==> src/hdl/assert_macros.svh <==
// Assertion helpers for the RTL, included by prc_back.
`ifndef ASSERT_MACROS_SVH
`define ASSERT_MACROS_SVH
`ifndef SYNTHESIS
`define PRC_ASSERT(label, clk, rst, prop, msg) \
   label: assert property (@(posedge clk) disable iff (rst) prop) else $error(msg);
`define PRC_NEVER(label, clk, rst, cond, msg) \
   label: assert property (@(posedge clk) disable iff (rst) !(cond)) else $error(msg);
`else
`define PRC_ASSERT(label, clk, rst, prop, msg)
`define PRC_NEVER(label, clk, rst, cond, msg)
`endif
`endif

==> src/hdl/prc_pkg.sv <==
// ----------------------------------------------------------------------------
// prc_pkg
// Types, constants and saturating helpers of the pre-trade risk check.
// ----------------------------------------------------------------------------
package prc_pkg;

   localparam int SYMBOL_COUNT = 256;
   localparam int SYM_W        = $clog2(SYMBOL_COUNT);
   localparam int SEC_W        = 34;
   // One second is 2^9 * 5^9 ns: drop nine bits, then divide by the odd factor.
   localparam logic [20:0] NS_ODD = 21'd1953125;
   // floor(2^61 / 10^9), applied to timestamp bits [62:31]
   localparam logic [31:0] SEC_RECIP   = 32'd2305843009;
   localparam int          RECIP_SHIFT = 30;
   // Remainder after the estimate stays below five times the odd factor.
   localparam int FIX_W        = 24;
   localparam int QUEUE_DEPTH  = 2;
   localparam int CSR_IDX_W    = 3;
   localparam int CSR_DATA_W   = 63;

   typedef enum logic [2:0] {
      RSN_NONE, RSN_SIZE, RSN_NOTIONAL, RSN_RATE, RSN_POSITION, RSN_LOSS, RSN_DRAWDOWN
   } reason_type;

   typedef enum logic [CSR_IDX_W-1:0] {
      CSR_MAX_QTY, CSR_MAX_NOTIONAL, CSR_MAX_RATE, CSR_MAX_POS, CSR_MAX_LOSS, CSR_MAX_DD
   } csr_index_type;

   typedef enum logic [2:0] {F_IDLE, F_MUL, F_REM, F_FIX, F_PUSH} front_state_type;
   typedef enum logic {B_IDLE, B_EXEC} back_state_type;

   typedef struct packed {
      logic [30:0] max_qty;
      logic [62:0] max_notional;
      logic [31:0] max_rate;
      logic [62:0] max_pos;
      logic [62:0] max_loss;
      logic [62:0] max_dd;
   } cfg_type;

   typedef struct packed {
      logic                    kind;
      logic [SYM_W-1:0]        sym;
      logic                    is_sell;
      logic signed [31:0]      qty;
      logic signed [63:0]      product;
      logic [SEC_W-1:0]        second;
      reason_type              reason;
   } job_type;

   typedef struct packed {
      logic push;
   } qctl_type;

   function automatic logic signed [63:0] sat_add(logic signed [63:0] a,
                                                  logic signed [63:0] b);
      logic signed [64:0] s;
      s = {a[63], a} + {b[63], b};
      if (s[64] != s[63]) begin
         sat_add = s[64] ? {1'b1, 63'd0} : {1'b0, {63{1'b1}}};
      end else begin
         sat_add = s[63:0];
      end
   endfunction

   function automatic logic signed [63:0] sat_sub(logic signed [63:0] a,
                                                  logic signed [63:0] b);
      logic signed [64:0] s;
      s = {a[63], a} - {b[63], b};
      if (s[64] != s[63]) begin
         sat_sub = s[64] ? {1'b1, 63'd0} : {1'b0, {63{1'b1}}};
      end else begin
         sat_sub = s[63:0];
      end
   endfunction

endpackage

==> src/hdl/prc_if.sv <==
// ----------------------------------------------------------------------------
// prc_req_if / prc_rsp_if
// Valid/ready channels carrying check requests and their responses.
// ----------------------------------------------------------------------------
interface prc_req_if;
   logic               valid;
   logic               ready;
   logic               kind;
   logic [7:0]         symbol_index;
   logic               is_sell;
   logic signed [31:0] quantity;
   logic [31:0]        price_cents;
   logic [62:0]        timestamp_ns;
   modport source (output valid, kind, symbol_index, is_sell, quantity, price_cents,
                   timestamp_ns, input ready);
   modport sink (input valid, kind, symbol_index, is_sell, quantity, price_cents,
                 timestamp_ns, output ready);
endinterface


==> src/hdl/prc_front.sv <==
// ----------------------------------------------------------------------------
// prc_front
// Takes requests, forms the notional or fill value, derives the whole second
// of order timestamps by reciprocal multiplication, screens size and notional.
// ----------------------------------------------------------------------------
module prc_front
   import prc_pkg::*;
(
   input  logic        clock,
   input  logic        reset,
   prc_req_if.sink     req_ch,
   input  cfg_type     cfg,
   output qctl_type    qctl_out,
   input  logic        q_full,
   output job_type     job_out
);

   front_state_type    state_ff, state_in;
   logic               kind_ff;
   logic [SYM_W-1:0]   sym_ff;
   logic               sell_ff;
   logic signed [31:0] qty_ff;
   logic [31:0]        price_ff;
   logic [62:0]        ts_ff;
   logic signed [63:0] prod_ff;
   logic [SEC_W-1:0]   est_ff;
   logic [FIX_W-1:0]   rem_ff;
   logic [SEC_W-1:0]   quo_ff;
   logic               take;
   logic signed [65:0] prod_full;
   logic [63:0]        recip_full;
   logic [54:0]        back_full;
   logic [2:0]         fix_cnt;
   reason_type         reason;

   assign take = req_ch.valid && req_ch.ready;
   assign prod_full = qty_ff * $signed({1'b0, price_ff});
   // Estimate falls short of the true second by at most four.
   assign recip_full = 64'(ts_ff[62:31]) * 64'(SEC_RECIP);
   assign back_full  = 55'(est_ff) * 55'(NS_ODD);
   assign fix_cnt    = 3'(rem_ff >= FIX_W'(NS_ODD)) + 3'(rem_ff >= FIX_W'(2 * NS_ODD))
                     + 3'(rem_ff >= FIX_W'(3 * NS_ODD)) + 3'(rem_ff >= FIX_W'(4 * NS_ODD));

   always_comb begin
      state_in = state_ff;
      unique case (state_ff)
         F_IDLE:  if (take) state_in = F_MUL;
         F_MUL:   state_in = kind_ff ? F_PUSH : F_REM;
         F_REM:   state_in = F_FIX;
         F_FIX:   state_in = F_PUSH;
         F_PUSH:  if (!q_full) state_in = F_IDLE;
         default: state_in = F_IDLE;
      endcase
   end

   always_comb begin
      req_ch.ready  = (state_ff == F_IDLE);
      qctl_out.push = (state_ff == F_PUSH) && !q_full;
   end

   always_comb begin
      if (qty_ff[31] || qty_ff == 32'sd0 || qty_ff[30:0] > cfg.max_qty) begin
         reason = RSN_SIZE;
      end else if (prod_ff[62:0] > cfg.max_notional) begin
         reason = RSN_NOTIONAL;
      end else begin
         reason = RSN_NONE;
      end
      job_out.kind    = kind_ff;
      job_out.sym     = sym_ff;
      job_out.is_sell = sell_ff;
      job_out.qty     = qty_ff;
      job_out.product = prod_ff;
      job_out.second  = quo_ff;
      job_out.reason  = reason;
   end

   always_ff @(posedge clock) begin
      if (reset) begin
         state_ff <= F_IDLE;
      end else begin
         state_ff <= state_in;
      end
   end

   always_ff @(posedge clock) begin
      if (take) begin
         kind_ff  <= req_ch.kind;
         sym_ff   <= req_ch.symbol_index[SYM_W-1:0];
         sell_ff  <= req_ch.is_sell;
         qty_ff   <= req_ch.quantity;
         price_ff <= req_ch.price_cents;
         ts_ff    <= req_ch.timestamp_ns;
      end
      if (state_ff == F_MUL) begin
         prod_ff <= prod_full[63:0];
         est_ff  <= recip_full[63:RECIP_SHIFT];
      end
      if (state_ff == F_REM) begin
         rem_ff <= FIX_W'(55'(ts_ff[62:9]) - back_full);
      end
      // Step the estimate up by the multiples of the divisor still left over.
      if (state_ff == F_FIX) begin
         quo_ff <= est_ff + SEC_W'(fix_cnt);
      end
   end

endmodule

==> src/flat_wrapper.sv <==
// flat-port wrapper written by rule: the top's interface ports become plain ports
module prc_front_flat import prc_pkg::*;
  (clock, reset, cfg, qctl_out, q_full, job_out, req_ch_valid, req_ch_kind, req_ch_symbol_index, req_ch_is_sell, req_ch_quantity, req_ch_price_cents, req_ch_timestamp_ns, req_ch_ready);
  prc_req_if req_ch_i ();
  input  logic clock;
  input  logic reset;
  input  cfg_type cfg;
  output qctl_type qctl_out;
  input  logic q_full;
  output job_type job_out;
  input wire logic [$bits(req_ch_i.valid)-1:0] req_ch_valid;
  input wire logic [$bits(req_ch_i.kind)-1:0] req_ch_kind;
  input wire logic [$bits(req_ch_i.symbol_index)-1:0] req_ch_symbol_index;
  input wire logic [$bits(req_ch_i.is_sell)-1:0] req_ch_is_sell;
  input wire logic [$bits(req_ch_i.quantity)-1:0] req_ch_quantity;
  input wire logic [$bits(req_ch_i.price_cents)-1:0] req_ch_price_cents;
  input wire logic [$bits(req_ch_i.timestamp_ns)-1:0] req_ch_timestamp_ns;
  output wire logic [$bits(req_ch_i.ready)-1:0] req_ch_ready;
  assign req_ch_i.valid = req_ch_valid;
  assign req_ch_i.kind = req_ch_kind;
  assign req_ch_i.symbol_index = req_ch_symbol_index;
  assign req_ch_i.is_sell = req_ch_is_sell;
  assign req_ch_i.quantity = req_ch_quantity;
  assign req_ch_i.price_cents = req_ch_price_cents;
  assign req_ch_i.timestamp_ns = req_ch_timestamp_ns;
  assign req_ch_ready = req_ch_i.ready;
  prc_front u_core (.clock(clock), .reset(reset), .req_ch(req_ch_i), .cfg(cfg), .qctl_out(qctl_out), .q_full(q_full), .job_out(job_out));
endmodule
==> config.mk <==
export PLATFORM = sky130hd
export DESIGN_NAME = prc_front_flat
export DESIGN_NICKNAME = d
export VERILOG_FILES = /design/src/hdl/assert_macros.svh /design/src/hdl/prc_pkg.sv /design/src/hdl/prc_if.sv /design/src/hdl/prc_front.sv /design/src/flat_wrapper.sv
export SDC_FILE = /design/constraint.sdc
export NUM_CORES = 2
export LEC_CHECK = 0
export BUFFER_PORTS_ARGS = -buffer_cell sky130_fd_sc_hd__buf_2
export CORE_ASPECT_RATIO = 0.9
export CORE_MARGIN = 1
export CORE_UTILIZATION = 64
export CTS_BUF_LIST = sky130_fd_sc_hd__clkbuf_8
export DETAILED_ROUTE_END_ITERATION = 6
export GPL_TIMING_DRIVEN = 1
export PLACE_DENSITY = 0.85
export SLEW_MARGIN = 20
export SYNTH_ARGS = -nofsm -noshare
export SYNTH_HDL_FRONTEND = slang
export SYNTH_SLANG_ARGS = --single-unit
==> constraint.sdc <==
create_clock -name clock -period 10.25 [get_ports clock]
set_input_delay 0 -clock clock [delete_from_list [all_inputs] [get_ports clock]]
set_output_delay 0 -clock clock [all_outputs]
set_load 0.1 [all_outputs]
==> impl_metrics.env <==
export IMPL_fin_crit_sh=0.881
export IMPL_maxCapViolCount=0
export IMPL_path_class="reg2reg"
export IMPL_core_mm2=0.102
export IMPL_cts_buffer_depth=3
export IMPL_globalRoute_totalOverflow=0
export IMPL_fmax_mhz=111
export IMPL_grt_util_all_layers=0.364
export IMPL_synth_distinct_cells=81
export IMPL_vias_per_cell=5.73
export IMPL_crit_required_ns=10.72
export IMPL_period_needed_ns=9.03
export IMPL_ios=601
export IMPL_critPathCaptureType="flip-flop"
export IMPL_drcViolationCount=12
export IMPL_yosysWarnings=0
export IMPL_fill_cells=7154
export IMPL_status="complete, but fails checks"
export IMPL_rows=111
export IMPL_grt_antenna_before_repair=15
export IMPL_path_clk_slew_ns=0.06
export IMPL_path_max_fanout=24
export IMPL_async_reset_ff_frac=0
export IMPL_detail_route_antenna_nets=0
export IMPL_start_util=0.645
export IMPL_ys_seq_area_frac=0.131
export IMPL_clock_root_buffer="clkbuf_8"
export IMPL_grt_pass1_wl_um=288000
export IMPL_finalMaxSlewViolations=0
export IMPL_cts_setup_buffers=0
export IMPL_wl_per_cell_um=21.9
export IMPL_yosys_area_top_type="fa_1"
export IMPL_cp_start_kind="flip-flop"
export IMPL_nets=9685
export IMPL_fin_skew_ns=0.0680
export IMPL_min_path_type="in2reg"
export IMPL_holdBufCountCts=260
export IMPL_synth_cells=6418
export IMPL_cts_tree="done"
export IMPL_cpLargestDelayFamily="adder cells"
export IMPL_netlist_area_mm2=0.0656
export IMPL_violations="DRC"
export IMPL_vias=48100
export IMPL_path_cells="buf_4, and2_1, fa_1, fa_1, inv_1, fa_1, fa_1, inv_1, fa_1, fa_1, fa_1, fa_1, ha_1, a21oi_1, o211ai_1, a21boi_1, o21ai_1, a221o_1, o21ai_1, a21oi_1, a311oi_1, o21ai_1, xnor2_1"
export IMPL_first_pass_iters=7
export IMPL_cp_num_buf_inv=3
export IMPL_drive_above_1_share=0.0819
export IMPL_cts_buffers=54
export IMPL_grt_pass1_vias=53800
export IMPL_slew_limit_headroom=0.197
export IMPL_crit_path_max_incr_delay_ns=0.78
export IMPL_dpl_cell_area_mm2=0.0690
export IMPL_die_w_um=339
export IMPL_synth_edf_count=284
export IMPL_routed_wl_um=184000
export IMPL_rsz0062_at_grt="no"
export IMPL_dieArea_mm2=0.104
export IMPL_gp_routability_congestion=0.951
export IMPL_yosysMostFrequentCell="inv_1"
export IMPL_synth_top_flop_cell="edfxtp_1"
export IMPL_clk_latency_ns=0.79
export IMPL_syn_to_final_growth_pct=11.2
export IMPL_cp_arrival_ns=9.50
export IMPL_h_tree_depth=2
export IMPL_synth_seq_cells=287
export IMPL_synth_top_area_share=0.403
export IMPL_portBuffers=369
export IMPL_die_y_um=306
export IMPL_critPathSlowestCell="edfxtp_1"
export IMPL_clkSinkCount=287
export IMPL_netlist_top_cells_count="1,597 x inv_1, 1,322 x fa_1, 928 x ha_1"
export IMPL_timing_hold_ws_ns=0.106
export IMPL_hpwl_um=145000
export IMPL_post_cts_resized=0
export IMPL_worst_pin_slew_ns=1.20
export IMPL_crit_top_cell="fa_1"
export IMPL_drt_iter0_drc=3578
export IMPL_syn_avg_cell_area_um2=10.2
export IMPL_hold_violations=0
export IMPL_setup_tns_ns=0
export IMPL_grt_max_degree=74
export IMPL_synth_area_top_cells="fa_1 40%, ha_1 18%, edfxtp_1 13%"
export IMPL_setup_viol=0
export IMPL_synthesis_nets=9124
export IMPL_design_area_mm2=0.0730
==> stage by stage <==
stage | utilization | setup slack [ns] | cells
after CTS | 0.717 | 1.46 | 8380
after global placement | 0.679 | 1.59 | 8018
after detailed placement | 0.679 | 1.50 | 8018
after floorplan | - | 1.89 | 6418
after global routing | 0.718 | 1.04 | 8391
final | 0.718 | 1.22 | 8395
==> cells in the final DEF, fill, tap and decap left out, types with 8 or more instances in the layout <==
master and instances:
buf_2 369, xor2_1 59, a31oi_1 9, nand3_1 45
and3_1 17, a21oi_1 148, a211oi_1 13, clkinv_2 9
diode_2 14, a21o_1 78, nand4_1 41, dlygate4sd3_1 260
edfxtp_1 284, o21ai_0 68, buf_4 92, o21ai_1 14
clkinv_1 12, fa_1 1322, clkbuf_8 58, xnor2_1 111
o21bai_1 17, nor2b_1 22, inv_1 1606, and2_1 665
nand2b_1 31, and4_1 8, nor2_1 113, nand2_1 421
nor3_1 31, bufinv_16 10, ha_1 928, nor4_1 14
o211ai_1 8, o21a_1 26
==> path summary, 6_finish.rpt <==
kind / from / endpoint / slack, ns / depth (start not counted)
min reg2reg: u_core.est_ff[24] / u_core.quo_ff[24] / 0.58 / 1
min: req_ch_quantity[1] / u_core.qty_ff[1] / 0.11 / 2
max: u_core.qty_ff[8] / u_core.prod_ff[63] / 1.22 / 23
max reg2reg: u_core.qty_ff[8] / u_core.prod_ff[63] / 1.22 / 23
==> registers in the layout, summed over array words and instances, names as in the netlist, 8 cells and up <==
register         count
u_core.prod_ff      64
u_core.ts_ff        54
u_core.est_ff       34
u_core.quo_ff       34
u_core.price_ff     32
u_core.qty_ff       32
u_core.rem_ff       24
u_core.sym_ff        8
==> layout make-up <==
class | count | area, um^2 | share of cell area
multi-input combinational | 4316 | 50200 | 0.688
sequential | 287 | 8590 | 0.118
inverter | 1598 | 6000 | 0.0822
timing repair buffer | 722 | 5150 | 0.0706
tap | 1356 | 1700 | 0.0233
clock buffer | 58 | 798 | 0.0109
clock inverter | 44 | 488 | 0.00669
antenna | 14 | 35.0 | 0.000480
==> metal layers <==
metal / wire length [um] / GRT usage / vias to the layer above
met2: 85100 / 0.587 / 2593
met4: 11300 / 0.200 / 0
li1: - / - / 20700
met1: 68500 / 0.450 / 24100
met5: 0 / 0 / -
met3: 18600 / 0.0930 / 680
==> kinds of logic after synthesis <==
logic type / count (synthesis) / share of synthesized area
simple gates: 1437 / 0.116
flops: 287 / 0.131
fa+ha+maj: 2250 / 0.580
buf+inv: 1815 / 0.104
other cells: 1 / 0.0000572
compound gates: 456 / 0.0454
mux: 2 / 0.000381
xor+xnor: 170 / 0.0227
Power is left out: the tool's default activity adds up to more than one toggle a clock period on the data nets, which glitch-free logic cannot reach.
