--- config.mk ---
export PLATFORM = sky130hd
export DESIGN_NAME = prc_queue
export DESIGN_NICKNAME = d
export VERILOG_FILES = /design/src/hdl/assert_macros.svh /design/src/hdl/prc_pkg.sv /design/src/hdl/prc_queue.sv
export SDC_FILE = /design/constraint.sdc
export NUM_CORES = 1
export LEC_CHECK = 0
export BUFFER_PORTS_ARGS = -buffer_cell sky130_fd_sc_hd__buf_2
export CAP_MARGIN = 10
export CORE_AREA = 2 2 158 145
export DETAILED_ROUTE_END_ITERATION = 12
export DIE_AREA = 0 0 160 147
export GPL_TIMING_DRIVEN = 0
export MAX_ROUTING_LAYER = met4
export PLACE_DENSITY = 0.82
export SETUP_SLACK_MARGIN = 0.5
export SYNTH_ARGS = -nofsm -noshare
export SYNTH_HDL_FRONTEND = slang
export SYNTH_SLANG_ARGS = --single-unit
--- constraint.sdc ---
create_clock -name clock -period 22 [get_ports clock]
set_input_delay 4.4 -clock clock [delete_from_list [all_inputs] [get_ports clock]]
set_output_delay 4.4 -clock clock [all_outputs]
set_load 0.01 [all_outputs]
--- src/hdl/assert_macros.svh ---
// Assertion helpers for the RTL, included by prc_back.
`ifndef ASSERT_MACROS_SVH
`define ASSERT_MACROS_SVH
`ifndef SYNTHESIS
`define PRC_ASSERT(label, clk, rst, prop, msg) \
   label: assert property (@(posedge clk) disable iff (rst) prop) else $error(msg);
`define PRC_NEVER(label, clk, rst, cond, msg) \
   label: assert property (@(posedge clk) disable iff (rst) !(cond)) else $error(msg);
`else
`define PRC_ASSERT(label, clk, rst, prop, msg)
`define PRC_NEVER(label, clk, rst, cond, msg)
`endif
`endif

--- src/hdl/prc_pkg.sv ---
// ----------------------------------------------------------------------------
// prc_pkg
// Types, constants and saturating helpers of the pre-trade risk check.
// ----------------------------------------------------------------------------
package prc_pkg;

   localparam int SYMBOL_COUNT = 256;
   localparam int SYM_W        = $clog2(SYMBOL_COUNT);
   localparam int SEC_W        = 34;
   // One second is 2^9 * 5^9 ns: drop nine bits, then divide by the odd factor.
   localparam logic [20:0] NS_ODD = 21'd1953125;
   // floor(2^61 / 10^9), applied to timestamp bits [62:31]
   localparam logic [31:0] SEC_RECIP   = 32'd2305843009;
   localparam int          RECIP_SHIFT = 30;
   // Remainder after the estimate stays below five times the odd factor.
   localparam int FIX_W        = 24;
   localparam int QUEUE_DEPTH  = 2;
   localparam int CSR_IDX_W    = 3;
   localparam int CSR_DATA_W   = 63;

   typedef enum logic [2:0] {
      RSN_NONE, RSN_SIZE, RSN_NOTIONAL, RSN_RATE, RSN_POSITION, RSN_LOSS, RSN_DRAWDOWN
   } reason_type;

   typedef enum logic [CSR_IDX_W-1:0] {
      CSR_MAX_QTY, CSR_MAX_NOTIONAL, CSR_MAX_RATE, CSR_MAX_POS, CSR_MAX_LOSS, CSR_MAX_DD
   } csr_index_type;

   typedef enum logic [2:0] {F_IDLE, F_MUL, F_REM, F_FIX, F_PUSH} front_state_type;
   typedef enum logic {B_IDLE, B_EXEC} back_state_type;

   typedef struct packed {
      logic [30:0] max_qty;
      logic [62:0] max_notional;
      logic [31:0] max_rate;
      logic [62:0] max_pos;
      logic [62:0] max_loss;
      logic [62:0] max_dd;
   } cfg_type;

   typedef struct packed {
      logic                    kind;
      logic [SYM_W-1:0]        sym;
      logic                    is_sell;
      logic signed [31:0]      qty;
      logic signed [63:0]      product;
      logic [SEC_W-1:0]        second;
      reason_type              reason;
   } job_type;

   typedef struct packed {
      logic push;
   } qctl_type;

   function automatic logic signed [63:0] sat_add(logic signed [63:0] a,
                                                  logic signed [63:0] b);
      logic signed [64:0] s;
      s = {a[63], a} + {b[63], b};
      if (s[64] != s[63]) begin
         sat_add = s[64] ? {1'b1, 63'd0} : {1'b0, {63{1'b1}}};
      end else begin
         sat_add = s[63:0];
      end
   endfunction

   function automatic logic signed [63:0] sat_sub(logic signed [63:0] a,
                                                  logic signed [63:0] b);
      logic signed [64:0] s;
      s = {a[63], a} - {b[63], b};
      if (s[64] != s[63]) begin
         sat_sub = s[64] ? {1'b1, 63'd0} : {1'b0, {63{1'b1}}};
      end else begin
         sat_sub = s[63:0];
      end
   endfunction

endpackage

--- src/hdl/prc_queue.sv ---
// ----------------------------------------------------------------------------
// prc_queue
// Short job queue between the screening front and the executing back.
// ----------------------------------------------------------------------------
module prc_queue
   import prc_pkg::*;
(
   input  logic    clock,
   input  logic    reset,
   input  logic    push,
   input  job_type push_job,
   input  logic    pop,
   output job_type head_job,
   output logic    full,
   output logic    empty
);

   localparam int PTR_W = $clog2(QUEUE_DEPTH);

   job_type            slot_ff [QUEUE_DEPTH];
   logic [PTR_W-1:0]   wr_ff, rd_ff;
   logic [PTR_W:0]     count_ff;

   assign full     = (count_ff == (PTR_W+1)'(QUEUE_DEPTH));
   assign empty    = (count_ff == '0);
   assign head_job = slot_ff[rd_ff];

   always_ff @(posedge clock) begin
      if (reset) begin
         wr_ff    <= '0;
         rd_ff    <= '0;
         count_ff <= '0;
      end else begin
         if (push) wr_ff <= wr_ff + 1'b1;
         if (pop)  rd_ff <= rd_ff + 1'b1;
         if (push && !pop) begin
            count_ff <= count_ff + 1'b1;
         end else if (pop && !push) begin
            count_ff <= count_ff - 1'b1;
         end
      end
   end

   always_ff @(posedge clock) begin
      if (push) slot_ff[wr_ff] <= push_job;
   end

endmodule

==> Implementation_results.wiki, run 1 <==
{| class="wikitable"
! Metric !! Value
|-
| Run status || complete, no violations
|-
| Total clock buffers created by CTS || 29
|-
| Final routed wire length divided by cell count || 18.1 um
|-
| Pint || between 900 and 1000 uW
|-
| GRT Overall Usage || 0.170
|-
| Combinational fraction of design power || 0.120
|-
| Clock tree from TritonCTS || built
|-
| Synth Instances || 467
|-
| Register area share after synthesis || 0.804
|-
| DIE AREA || between 20,000 and 25,000 sq um
|-
| Via Count || ~5,500
|-
| Setup crit start kind || flip-flop
|-
| Fill cell instance count of the final layout || between 1,500 and 2,000
|-
| Mean Syn Cell Area || between 20 and 25 sq um
|-
| Clock tree root driver cell || clkbuf_16
|-
| Die height || between 100 and 150 um
|-
| Min Clock Period, post-route || 6.27 ns
|-
| Latest clock arrival within the worst-skew pair || between 0.5 and 0.6 ns
|-
| Power per cell area || roughly 90 nW/um^2
|-
| Worst slew margin || 0.553
|-
| Pre-CTS WS || 15.83 ns
|-
| Clock transition at the registers of the reported paths || 0.06 ns
|-
| Final HPWL DP || around 14,000 um
|-
| Final WS setup || around 16 ns
|-
| Hold buffer count at CTS || 0
|-
| Unrepaired setup endpoints after global routing || false
|-
| Number of warnings issued by yosys || 0
|-
| Critical path buffers and inverters || 4
|-
| Initial antenna violation count || 2
|-
| Number of iterations in the first detailed-routing pass || 4
|-
| Critical-path cell with the highest stage delay || dfxtp_1
|-
| Unique masters post-synth || 16
|-
| Hold Path Class || flip-flop to flip-flop
|-
| Bufs on Longest Clock Path || 3
|-
| Vias in the first global route || approximately 5,600
|-
| Peak VDD IR || about 0.065 mV
|-
| Final Power || roughly 1300 uW
|-
| CP max stage delay || ~0.32 ns
|-
| Pin count of the biggest net entering global routing || 67
|-
| Cells traversed along the worst timing path || buf_6 > buf_6 > buf_6 > mux2_4 > buf_2
|-
| Clock group share of total power || 0.359
|-
| Resized cells post-CTS || 0
|-
| GRT Residual Overflow || 0
|-
| Row count || 52
|-
| Leakage component of the power || between 0.005 and 0.006 uW
|-
| Sw Pwr || approximately 270 uW
|-
| Number of sinks on the clock net || around 290
|-
| Max-slew violation total from the final report || 0
|-
| Width of the die || about 160 um
|-
| Total of buffers placed on input and output ports || approximately 290
|-
| Critical path's most frequent cell || buf_6
|-
| Final Hold Vio Count || 0
|-
| First-pass GRT wire length || approximately 30,000 um
|-
| Number of design-rule violations left by the first detailed-router iteration || approximately 290
|-
| Number of nets with antenna violations after routing || 0
|-
| Effective utilization at floorplan || 0.491
|-
| Residual DRC count || 0
|-
| Net switching share of the total power || 0.216
|-
| Critical Path RT || 17.60 ns
|-
| Post-synthesis net count || 615
|-
| Total detailed-routing wirelength || between 20,000 and 25,000 um
|-
| Total core area || roughly 22,000 sq um
|-
| Max Freq || between 0.15 and 0.2 GHz
|-
| Fraction of final layout cells sized beyond drive strength 1 || 0.608
|-
| WP data arrival || between 1.5 and 2 ns
|-
| Fin crit share || 0.285
|-
| Actual slew at the worst max-slew pin || ~0.67 ns
|-
| Max-capacitance violation count || 0
|-
| #FFs+latches synth || 291
|-
| Final weighted congestion in routability-driven placement || between 0.7 and 0.8
|-
| Number of nets in the finished design || about 940
|-
| Element type at the critical path end || primary output
|-
| Part of the total power dissipated in sequential elements || 0.521
|-
| Worst-path fanout max || 10
|-
| Summed instance area of the synthesized netlist || approximately 11,000 sq um
|-
| Via density per instance || approximately 4.9
|-
| Category of cells accounting for the largest share of critical-path delay || buffers and inverters
|-
| Endpoints failing setup || 0
|-
| Setup TNS after final layout || 0 ns
|-
| Clock Skew || 0.0129 ns
|-
| Maximum level of the CTS H-tree || 1
|-
| Layout-stage area growth over the synthesis result || 26.8%
|-
| Flop-to-flop setup slack || approximately 20 ns
|-
| Worst Setup Path Type || flip-flop to primary output
|-
| # Post-CTS Setup Buffers || 0
|-
| Io pins || approximately 300
|}
## layout by cell type (no fill, tap or decap), types with 2 or more instances in the layout
master,count
buf_2,298
edfxtp_1,286
mux2_2,73
mux2_4,70
clkbuf_16,29
clkbuf_1,10
buf_6,9
nor2_1,5
dfxtp_1,5
clkinv_1,4
buf_16,4
diode_2,3
clkbuf_8,3
clkinv_2,3
buf_12,3
xor2_1,2
xnor2_1,2
clkinv_4,2
## power by group through the flow
stage	Combinational [uW]	Clock, uW	Sequential (uW)
2_1_floorplan	86.8	0	671
5_1_grt	161	483	658
3_5_place_dp	152	0	667
4_1_cts	153	464	656
6_report	151	452	656
3_3_place_gp	143	0	675
## cells by family (layout without fill, tap and decap cells)
family	count (synthesis)	after routing	synth area share
AOI/OAI and AO/OA	2	2	0.000926
xor gates and xnor gates	4	4	0.00324
adders and majority gates	1	1	0.00116
buffers and inverters	17	367	0.0130
DFF	291	291	0.804
muxes	143	143	0.173
other	0	3	0
and+or+nand+nor	9	9	0.00405
## sequential cells by signal, summed over array words and instances, names as in the netlist, named ones only
signal and flops:
rd_ff 1, slot_ff 286, wr_ff 1, count_ff 2
## metrics by stage
| stage | hold slack (ns) | std cells | area [sq um] | util |
|---|---|---|---|---|
| 5_1_grt | 0.556 | 1116 | 13700 | 0.623 |
| 6_report | 0.516 | 1117 | 13700 | 0.623 |
| 3_5_place_dp | 0.509 | 1062 | 12800 | 0.583 |
| 3_3_place_gp | 0.489 | 1055 | 12600 | 0.574 |
| 2_1_floorplan | 0.461 | 467 | 10800 | - |
| 4_1_cts | 0.530 | 1114 | 13700 | 0.623 |
## cell usage after synthesis
cell type / number / area, sq um
nor2_1: 5 / 18.8
ha_1: 1 / 12.5
mux2_4: 70 / 1050
o21ai_0: 1 / 5.00
dfxtp_1: 5 / 100
buf_6: 9 / 101
or3_1: 1 / 6.26
inv_1: 1 / 3.75
a21oi_1: 1 / 5.00
and2_1: 1 / 6.26
edfxtp_1: 286 / 8590
mux2_2: 73 / 822
xnor2_1: 2 / 17.5
xor2_1: 2 / 17.5
nor2b_1: 2 / 12.5
buf_2: 7 / 35.0
## metal layers
layer | share of wire | up-vias | GRT usage
met4 | 0.035 | 0 | 0.0590
met2 | 0.49 | 228 | 0.284
met3 | 0.074 | 52 | 0.0423
met5 | 0 | - | -
li1 | - | 2528 | -
met1 | 0.40 | 2691 | 0.203
## worst paths after layout
kind | startpoint | cells after the start | endpoint
worst max-delay path | flip-flop | 5 | head_job[75]
worst min-delay path | rd_ff | 2 | flip-flop
worst max register to register | wr_ff | 4 | slot_ff[0][114]
worst min register to register | rd_ff | 2 | flip-flop
## worst register-to-register path, cell delays in order, from the launching register on
cell,delay [ns]
dfxtp_1,0.35
nor2b_4,0.56
buf_12,0.28
buf_12,0.23
buf_16,0.21
## area by class of cell
cell class	count	area, sq um	share of cell area
Buffer	16	136	0.00995
Clock buffer	42	805	0.0587
Multi-Input combinational cell	159	1980	0.145
Sequential cell	291	8690	0.634
Clock inverter	10	77.6	0.00566
Tap cell	297	372	0.0271
Antenna cell	3	7.51	0.000548
Timing Repair Buffer	298	1630	0.119
Inverter	1	3.75	0.000274
(Power assumes the default switching activity.)
==> run 2: changes to the inputs <==
--- a/config.mk
+++ b/config.mk
@@ -5,11 +5,12 @@
 export SDC_FILE = /design/constraint.sdc
 export NUM_CORES = 1
 export LEC_CHECK = 0
+export ABC_AREA = 1
 export BUFFER_PORTS_ARGS = -buffer_cell sky130_fd_sc_hd__buf_2
 export CAP_MARGIN = 10
-export CORE_AREA = 2 2 158 145
+export CORE_AREA = 2 2 159 145
 export DETAILED_ROUTE_END_ITERATION = 12
-export DIE_AREA = 0 0 160 147
+export DIE_AREA = 0 0 161 147
 export GPL_TIMING_DRIVEN = 0
 export MAX_ROUTING_LAYER = met4
 export PLACE_DENSITY = 0.82
==> constraint.sdc (replaced) <==
create_clock -name clock -period 6.3 [get_ports clock]
set_input_delay 1.26 -clock clock [delete_from_list [all_inputs] [get_ports clock]]
set_output_delay 1.26 -clock clock [all_outputs]
set_load 0.01 [all_outputs]
==> Implementation_results.wiki, run 2 <==
{| class="wikitable"
! Metric !! Value
|-
| Run status || complete, no violations
|-
| Width of the die || 161 um (+0.63%)
|-
| Summed instance area of the synthesized netlist || 10,800 sq um (+0.20%)
|-
| Fraction of final layout cells sized beyond drive strength 1 || 0.604 (-0.00446)
|-
| Max-capacitance violation count || 0 (unchanged)
|-
| Most common cell after layout, fill and taps aside || buf_2
|-
| Area share of the largest cell type after synthesis || 0.793 (-0.00156)
|-
| Clock transition at the registers of the reported paths || 0.06 ns (about the same)
|-
| Hold Path Class || flip-flop to flip-flop
|-
| Fill cell instance count of the final layout || 1,636 (+3.3%)
|-
| Via Count || 5,491 (-0.15%)
|-
| Initial antenna violation count || 4 (+2)
|-
| Async SR Flop Fraction || 0 (unchanged)
|-
| Number of design-rule violations left by the first detailed-router iteration || 283 (-1.4%)
|-
| Final hold slack || 0.531 ns (+0.0157 ns)
|-
| Row count || 52 (unchanged)
|-
| Top library cells by usage in the layout, fill and taps aside || buf_2, edfxtp_1, mux2_2
|-
| Most common cell in the netlist || edfxtp_1
|-
| Max-slew violation total from the final report || 0 (unchanged)
|-
| Dominant cells by area after synthesis || edfxtp_1, mux2_4, mux2_2, buf_6, dfxtp_1
|-
| WP data arrival || 1.93 ns (+0.06 ns)
|-
| Total clock buffers created by CTS || 30 (+3.4%)
|-
| Register ranked first by flip-flop count || slot_ff
|-
| Layout-stage area growth over the synthesis result || 27.4%
|-
| Max Freq || roughly 0.31 GHz
|-
| Total core area || 22,100 sq um (+0.59%)
|-
| Min Clock Period, post-route || around 3.2 ns
|-
| Regs by FF count || slot_ff x286, count_ff x2
|-
| Pin count of the biggest net entering global routing || 82 (+22%)
|-
| Vias in the first global route || 5,814 (+2.9%)
|-
| Register area share after synthesis || 0.803 (-0.00158)
|-
| Post-synthesis net count || 626 (+1.8%)
|-
| Number of synthesized flops with an enable pin || 286 (unchanged)
|-
| Maximum level of the CTS H-tree || 1 (unchanged)
|-
| Combined flip-flop and latch cell area || 8690 sq um (unchanged)
|-
| Clock Skew || 0.0212 ns (+0.00839 ns)
|-
| Final HPWL DP || 14,200 um (-0.13%)
|-
| Latest clock arrival within the worst-skew pair || 0.54 ns (about the same)
|-
| Peak VDD IR || 0.221 mV (+240%)
|-
| Clock tree from TritonCTS || built
|-
| Residual DRC count || 0 (unchanged)
|-
| #FFs+latches synth || 291 (unchanged)
|-
| Flip-flop count of the largest register, all copies and words added || 286 (unchanged)
|-
| Number of iterations in the first detailed-routing pass || 4 (unchanged)
|-
| Power per cell area || 326 nW/um^2 (+250%)
|-
| Mean Syn Cell Area || 22.6 sq um (-2.1%)
|-
| Synth Instances || 478 (+2.4%)
|-
| Fin crit share || 0.506
|-
| Via density per instance || 4.86 (-1.3%)
|-
| Cell accounting for the most synthesized area || edfxtp_1
|-
| Number of sinks on the clock net || 291 (unchanged)
|-
| Area of combinational cells with multiple inputs || 1970 sq um (-0.57%)
|-
| First-pass GRT wire length || 31,200 um (+3.2%)
|-
| Effective utilization at floorplan || 0.489 (-0.00193)
|-
| DIE AREA || 23,700 sq um (+0.63%)
|-
| Total of buffers placed on input and output ports || 291 (unchanged)
|-
| # Post-CTS Setup Buffers || 0 (unchanged)
|-
| Worst slew margin || 0.535 (-0.0180)
|-
| Element type at the critical path end || primary output
|-
| Bufs on Longest Clock Path || 3 (unchanged)
|-
| Io pins || 292 (unchanged)
|-
| Leakage component of the power || 0.00538 uW (+1.1%)
|-
| Die height || 147 um (unchanged)
|-
| Worst Setup Path Type || flip-flop to primary output
|-
| Total detailed-routing wirelength || 20,800 um (+2.9%)
|-
| Endpoints failing setup || 0 (unchanged)
|-
| Clock tree root driver cell || clkbuf_16
|-
| Worst-path fanout max || 10 (unchanged)
|-
| Number of nets with antenna violations after routing || 0 (unchanged)
|-
| Critical Path RT || 5.04 ns (-12.56 ns)
|-
| Hold buffer count at CTS || 0 (unchanged)
|-
| Final Hold Vio Count || 0 (unchanged)
|-
| Resized cells post-CTS || 0 (unchanged)
|-
| Final weighted congestion in routability-driven placement || 0.759 (+3.4%)
|-
| Setup crit start kind || flip-flop
|-
| Setup TNS after final layout || 0 ns (unchanged)
|-
| GRT Overall Usage || 0.176 (+0.00585)
|-
| Unique masters post-synth || 16 (unchanged)
|-
| Final routed wire length divided by cell count || 18.4 um (+1.7%)
|-
| Unrepaired setup endpoints after global routing || false
|-
| Synth Flop Type || edfxtp_1
|-
| Number of nets in the finished design || 955 (+1.2%)
|-
| Commonest cells post-synth || edfxtp_1, mux2_2, mux2_4
|-
| GRT Residual Overflow || 0 (unchanged)
|-
| Actual slew at the worst max-slew pin || 0.695 ns (+0.0268 ns)
|-
| Number of warnings issued by yosys || 0 (unchanged)
|}
## run 2: cell types whose count changed after synthesis, sizes merged
cell   previous run  this run
inv               1         9
nand2             0         5
nor2              5         7
nor2b             2         0
xor2              2         0
and2              1         0
nand3             0         1
nand4             0         1
nor3              0         1
or3               1         0
xnor2             2         1
## run 2: final timing paths
check / start / end / slack [ns] / depth (start not counted)
hold / removal: count_ff[0] / count_ff[0] / 0.53 / 2
setup / recovery: flip-flop / head_job[102] / 3.11 / 5
hold reg to reg: count_ff[0] / count_ff[0] / 0.53 / 2
setup reg to reg: wr_ff / slot_ff[1][106] / 4.44 / 3
## run 2: where the power goes
part	internal, uW	leakage [uW]	total, uW	switching [uW]
sequential	2240	0.00273	2270	24.7
combinational	246	0.00218	493	247
clock	1050	0.000478	1730	678
## run 2: worst max-delay path, stage by stage (launching register included)
cell and delay, ns:
dfxtp_1 0.32, buf_6 0.15, buf_6 0.21, buf_6 0.22, mux2_4 0.32, buf_2 0.16
## run 2: final cells by class
cell class                 instances  area share
clock inverter                    18      0.0136
inverter                           9     0.00281
antenna                            5    0.000907
sequential                       291       0.630
tap                              297      0.0269
buffer                            16     0.00989
multi-input combinational        162       0.143
timing repair buffer             297       0.115
clock buffer                      35      0.0573
## run 2: cell families after synthesis
| family | after synthesis | synth area share |
|---|---|---|
| flops | 291 | 0.803 |
| mux | 143 | 0.173 |
| buf+inv | 25 | 0.0157 |
| simple gates | 15 | 0.00566 |
| compound gates | 2 | 0.000924 |
| xor+xnor | 1 | 0.000809 |
| fa+ha+maj | 1 | 0.00116 |
## run 2: through the flow
step | std cells | power [uW] | cell area (sq um) | setup slack [ns] | util
3_3_place_gp | 1066 | 2800 | 12700 | -1.35 | 0.572
2_1_floorplan | 478 | 2600 | 10800 | 0.863 | -
3_5_place_dp | 1072 | 2810 | 12800 | 3.40 | 0.579
4_1_cts | 1125 | 4540 | 13800 | 3.05 | 0.623
6_report | 1130 | 4490 | 13800 | 3.11 | 0.623
5_1_grt | 1129 | 4650 | 13800 | 3.00 | 0.623
## run 2: layer usage
metal  global-route usage  wire length, um  part of all wire  up-vias
li1                     -                -                 -     2559
met1                0.205             8110              0.39     2639
met2                0.297            10300              0.50      246
met3               0.0503             1740             0.083       47
met4               0.0563              663             0.032        0
met5                    -                0                 0        -
